[src/sv/epw_pkg.sv]
// ----------------------------------------------------------------------------
// epw_pkg
// Shared types and codes for the e-paper waveform row encoder.
// ----------------------------------------------------------------------------
package epw_pkg;

    localparam int TABLE_DEPTH_DEF = 256;

    localparam logic [1:0] MODE_MONO    = 2'd0;
    localparam logic [1:0] MODE_PARTIAL = 2'd1;
    localparam logic [1:0] MODE_GRAY    = 2'd2;
    localparam logic [1:0] MODE_UNUSED  = 2'd3;

    localparam logic KIND_TABLE = 1'b0;
    localparam logic KIND_PIXEL = 1'b1;

    // second-stage operations
    localparam logic [1:0] OP_NONE  = 2'd0;
    localparam logic [1:0] OP_EMIT  = 2'd1;
    localparam logic [1:0] OP_STORE = 2'd2;
    localparam logic [1:0] OP_GRAY  = 2'd3;

    localparam logic [1:0] LAST_LANE = 2'd3;

    localparam logic [7:0] LO_NIBBLE = 8'h0F;
    localparam logic [7:0] HI_NIBBLE = 8'hF0;

    typedef struct packed {
        logic       kind;
        logic [7:0] table_index;
        logic [7:0] table_value;
        logic       row_start;
        logic [7:0] new_byte;
        logic [7:0] old_byte;
    } in_item_t;

    typedef struct packed {
        logic [7:0] wire_byte;
        logic       group_last;
    } out_item_t;

endpackage

[src/sv/epw_table_ram.sv]
// ----------------------------------------------------------------------------
// epw_table_ram
// Waveform table: one write port, two registered read ports. Addresses at or
// above DEPTH are dropped on write and read back as zero.
// ----------------------------------------------------------------------------
module epw_table_ram
    import epw_pkg::*;
#(
    parameter int DEPTH = TABLE_DEPTH_DEF
)
(
    input  logic       clk,
    input  logic       we,
    input  logic [7:0] waddr,
    input  logic [7:0] wdata,
    input  logic [7:0] raddr_a,
    input  logic [7:0] raddr_b,
    output logic [7:0] rdata_a,
    output logic [7:0] rdata_b
);

    localparam int AW = $clog2(DEPTH);
    localparam logic [8:0] DEPTH_W = 9'(DEPTH);

    logic [7:0] mem [DEPTH];
    logic [7:0] rd_a_reg;
    logic [7:0] rd_b_reg;
    logic       oob_a_reg;
    logic       oob_b_reg;

    always_ff @(posedge clk)
    begin
        if (we && ({1'b0, waddr} < DEPTH_W))
        begin
            mem[waddr[AW-1:0]] <= wdata;
        end
    end

    always_ff @(posedge clk)
    begin
        rd_a_reg  <= mem[raddr_a[AW-1:0]];
        rd_b_reg  <= mem[raddr_b[AW-1:0]];
        oob_a_reg <= ({1'b0, raddr_a} >= DEPTH_W);
        oob_b_reg <= ({1'b0, raddr_b} >= DEPTH_W);
    end

    assign rdata_a = oob_a_reg ? 8'd0 : rd_a_reg;
    assign rdata_b = oob_b_reg ? 8'd0 : rd_b_reg;

endmodule

[config.mk]
export PLATFORM = sky130hd
export DESIGN_NAME = epw_table_ram
export DESIGN_NICKNAME = d
export VERILOG_FILES = /design/src/sv/epw_pkg.sv /design/src/sv/epw_table_ram.sv
export SDC_FILE = /design/constraint.sdc
export NUM_CORES = 2
export LEC_CHECK = 0
export BUFFER_PORTS_ARGS = -buffer_cell sky130_fd_sc_hd__buf_2
export CAP_MARGIN = 10
export CELL_PAD_IN_SITES_DETAIL_PLACEMENT = 2
export CELL_PAD_IN_SITES_GLOBAL_PLACEMENT = 2
export CORE_UTILIZATION = 45
export CTS_BUF_LIST = sky130_fd_sc_hd__clkbuf_2 sky130_fd_sc_hd__clkbuf_4 sky130_fd_sc_hd__clkbuf_8
export CTS_CLUSTER_DIAMETER = 40
export CTS_CLUSTER_SIZE = 24
export DETAILED_ROUTE_END_ITERATION = 6
export MAX_ROUTING_LAYER = met4
export PLACE_DENSITY = 0.69
export SLEW_MARGIN = 5
export SYNTH_ARGS = -nofsm -noshare
export SYNTH_HDL_FRONTEND = slang
export SYNTH_SLANG_ARGS = --single-unit
[constraint.sdc]
create_clock -name clk -period 3.25 [get_ports clk]
set_clock_uncertainty 0.2 [all_clocks]
set_input_delay 0.325 -clock clk [delete_from_list [all_inputs] [get_ports clk]]
set_output_delay 0.325 -clock clk [all_outputs]
set_load 0.01 [all_outputs]
# Word-level counts from Yosys, hierarchy flattened
# Memories as Yosys holds them, arrays and structs flattened. A register that Yosys moved wholly into a read port is not among the register bits.
# Index checks and enable logic that the tools add are counted.
[classes] n_reduce_logical=0 div_mod_pow=0 bitwise_logic=0 add_sub_neg=0 mul=0 shifts=0 mux=2 eq_ne=0 magnitude_cmp=0
[op_table] cell="$mux W1" count=2
[totals] word_cells=3 latchBits=0 mem_bits_ro=0 mem_bits_rw=2048 inputBits=34 register_bits=0 mem_count=1 output_inout_bits=16
[mem_list] name="mem" depth=256 word_bits=8 read_ports=2 rd_ports_with_merged_regs=2 wr=1 line_no="epw_table_ram.sv:25" source="logic [7:0] mem [DEPTH];"

# Depth between registers and ports, before layout
[depth] ltp_word=2 depth_mapped=12 mapped_depth_nobuf=6

# Worst setup path after synthesis
# OpenSTA, ideal clock, no wires.
[synth_timing] path_kind="in2reg" from="input port raddr_b[0]" to="register rd_b_reg[0], read port of mem" arrival_time_ns=2.226 slack_ns=0.684 path_buffers=3 cell_stages=9 cell_sequence="buf_4 buf_6 buf_2 mux4_2 mux4_2 nand2_1 a21oi_1 a21oi_1 a221oi_2"
[synth_lines] item="start: declaration" line_no="epw_table_ram.sv:17" source="input logic [7:0] raddr_b,"
[synth_lines] item="end: declaration" line_no="epw_table_ram.sv:27" source="logic [7:0] rd_b_reg;"

==> out/results.txt <==
Fin area - 0.114 sq mm
Final Slew Violations - 0
Starting Density - 45.2%
Mapped Nets - 4881
Slew HR - 1.70%
Status - complete, but fails checks
Worst Slack Setup Final - -0.0537 ns
Min Hold Slack - 0.204 ns
Vias/cell - 6.84
Critical Path Fanout Max - 2
Core Area - 0.214 sq mm
Post-synth EDFFs - 2048
Synth top cells by count - edfxtp_1, mux4_2, nor2_1, mux2i_1, clkbuf_1
Htree depth - 5
Power Total - 0.0619 W
Die Height - 466 microns
Synth-to-layout area growth - 17.7%
Max stage delay cell, worst path - dlygate4sd3_1
Grt ovf - 0
Crit Path Class - reg -> reg
Worst Setup End Kind - flip-flop
Number of global-route vias before repair - 63900
Port bufs - 49
Synth area leaders - edfxtp_1, mux4_2, mux2i_1
Fin. Hold Viols - 0
Failing checks - negative setup slack
Number of remaining DRC errors - 0
First-pass detailed-route iteration total - 5
Final setup fails - 1
Measured slew at the worst slew-check pin - 1.47 ns
Layout cells sized above 1 - 43.6%
PwrDens - 542 mW/mm^2
Total Wirelength - 373 mm
Num ports - 50
Clock sink total - 2064
Crit path arrival time - 4.07 ns
Wire per inst - 42.0 microns
Bufs on Longest Clock Path - 4
Worst hold path type - in -> reg
Die W - 466 microns
Required time of the worst setup path - 4.01 ns
Fill count - 18300
Most frequent cell after synthesis - edfxtp_1
Cell taking the most area after synthesis - edfxtp_1
Standard-cell rows - 170
Clock latency on the worst-skew pair - 1.10 ns
Crit path buf inv count - 1
Pleak - 37.5 nW
Via Count - 60700
Dpl hpwl - 255 mm
CTS root buf - clkbuf_8
Worst vdd ir - 0.000431 V
Post-CTS setup buffer count - 0
Post-Layout Cell Count - 8874
Worst-path clk slew - 0.08 ns
Antenna violations before repair - 23
Mean area per synthesized cell - 20.0 sq um
Yosys warns - 0
Post-route minimum period - 3.30 ns
Post-synth top area share - 63.4%
Max Freq - 303 MHz
CP delay by family, top - multiplexers
Mapped Cells - 4847
Die area - 0.217 sq mm
Post-layout nets - 5784
Startpoint type of the worst setup path - flip-flop
Mapped cell area - 0.0970 sq mm
Largest net degree at the start of global routing - 103
Seq/Total Area, Yosys - 63.7%
Critical path, cell by cell - mux4_2 > mux2i_1 > o22ai_1 > or4_1 > o211ai_1 > a221oi_2 > dlygate4sd3_1
Register bit total from synthesis - 2064
Placed Instances - 8210
TritonCTS Buffers - 349
First-pass GRT wire length - 517 mm
Maxcap violations - 0
GRT Total Usage - 35.5%
Final period util - 102%
Post-DP Area - 0.106 sq mm
RD Place Congestion - 0.915
Synth cell types - 65
Ys flop type - edfxtp_1
CTS tree - done
Antenna Nets Post-Route - 0
Ys async rst share - 0%
RSZ-0062 raised after global routing - no
CP max stage delay - 0.57 ns
Max reg flops - 2048
Initial DRC count - 8572
[cell families (layout without fill, tap and decap cells)]
family / Yosys count / after routing / synth area share [%]
and+or+nand+nor: 591 / 591 / 2.70
muxes: 1325 / 1325 / 27.3
buffers and inverters: 401 / 1573 / 2.73
other: 0 / 17 / 0
DFF: 2064 / 2064 / 63.7
AOI/OAI and AO/OA: 466 / 466 / 3.54
[worst register-to-register path, delay by kind of cell (launching register included)]
family          cells  cell delay, ns
compound gates      3            0.48
buf+inv             1            0.57
flops               1            0.41
mux                 2            0.98
simple gates        1            0.55
[final cells by class]
class	instances	area, sq um	area share, %
diodes	17	42.5	0.0373
clock buffers	379	5090	4.46
clock inverters	241	2610	2.28
inverters	6	26.3	0.0230
multi-input cells	2382	32500	28.5
flip-flops and latches	2064	61800	54.1
well taps	2838	3550	3.11
repair buffers	947	8510	7.45
[path summary, 6_finish.rpt]
kind | start | endpoint | slack (ns) | depth (start not counted)
worst min-delay path | raddr_a[5] | rd_a_reg[2]$_DFF_P_ | 0.20 | 6
worst min register to register | mem[91][5]$_DFFE_PP_ | rd_b_reg[5]$_DFF_P_ | 0.94 | 4
worst max register to register | mem[36][4]$_DFFE_PP_ | rd_b_reg[4]$_DFF_P_ | -0.05 | 7
worst max-delay path | mem[36][4]$_DFFE_PP_ | rd_b_reg[4]$_DFF_P_ | -0.05 | 7
[cells in the final DEF (no fill, tap or decap), drive strengths merged, types with 9 or more instances in the layout]
master and n:
diode 17, o22ai 48, nor3 21, nand2b 11
mux2 38, o211ai 13, nand2 114, clkinv 105
a211oi 28, inv 61, buf 912, bufinv 35
a221o 10, nand3 52, a221oi 37, mux4 1051
a22o 22, edfxtp 2048, a2bb2oi 9, a22oi 62
nand4 13, dfxtp 16, clkbuf 387, mux2i 236
dlygate4sd3 27, o221ai 67, nor2b 27, a21oi 79
o31ai 11, and2 12, clkinvlp 46, nor2 299
o21ai 37
[where the power goes]
part	switching (W)	internal (W)	total, W	leakage (nW)
clock network	0.0126	0.0139	0.0265	3.82
logic	0.00354	0.00238	0.00592	15.1
registers	0.000142	0.0293	0.0295	18.5
total	0.0163	0.0456	0.0619	37.5
[through the flow]
step	utilization, %	worst slack, ns	TNS, ns
6_report	53.3	-0.0537	-0.0537
2_1_floorplan	-	0.684	0
4_1_cts	53.2	0.0479	0
5_1_grt	53.2	0.0156	0
3_5_place_dp	49.5	-0.709	-5.72
3_3_place_gp	49.5	-0.704	-4.91
[metal layers]
metal / vias to the layer above / track usage, % / routed length [microns]
met5: - / - / 0
met4: 0 / 14.5 / 17400
met3: 756 / 6.62 / 36100
met2: 3821 / 54.1 / 176000
met1: 33200 / 47.2 / 143000
li1: 22900 / - / -
[timing repair]
item / CTS / global route
hold buffers: 27 / 0
gates resized for setup: 0 / 0
hold endpoints to repair: 2456 / 0
setup endpoints to repair: 0 / 0
Power figures use the tool's default switching activity.
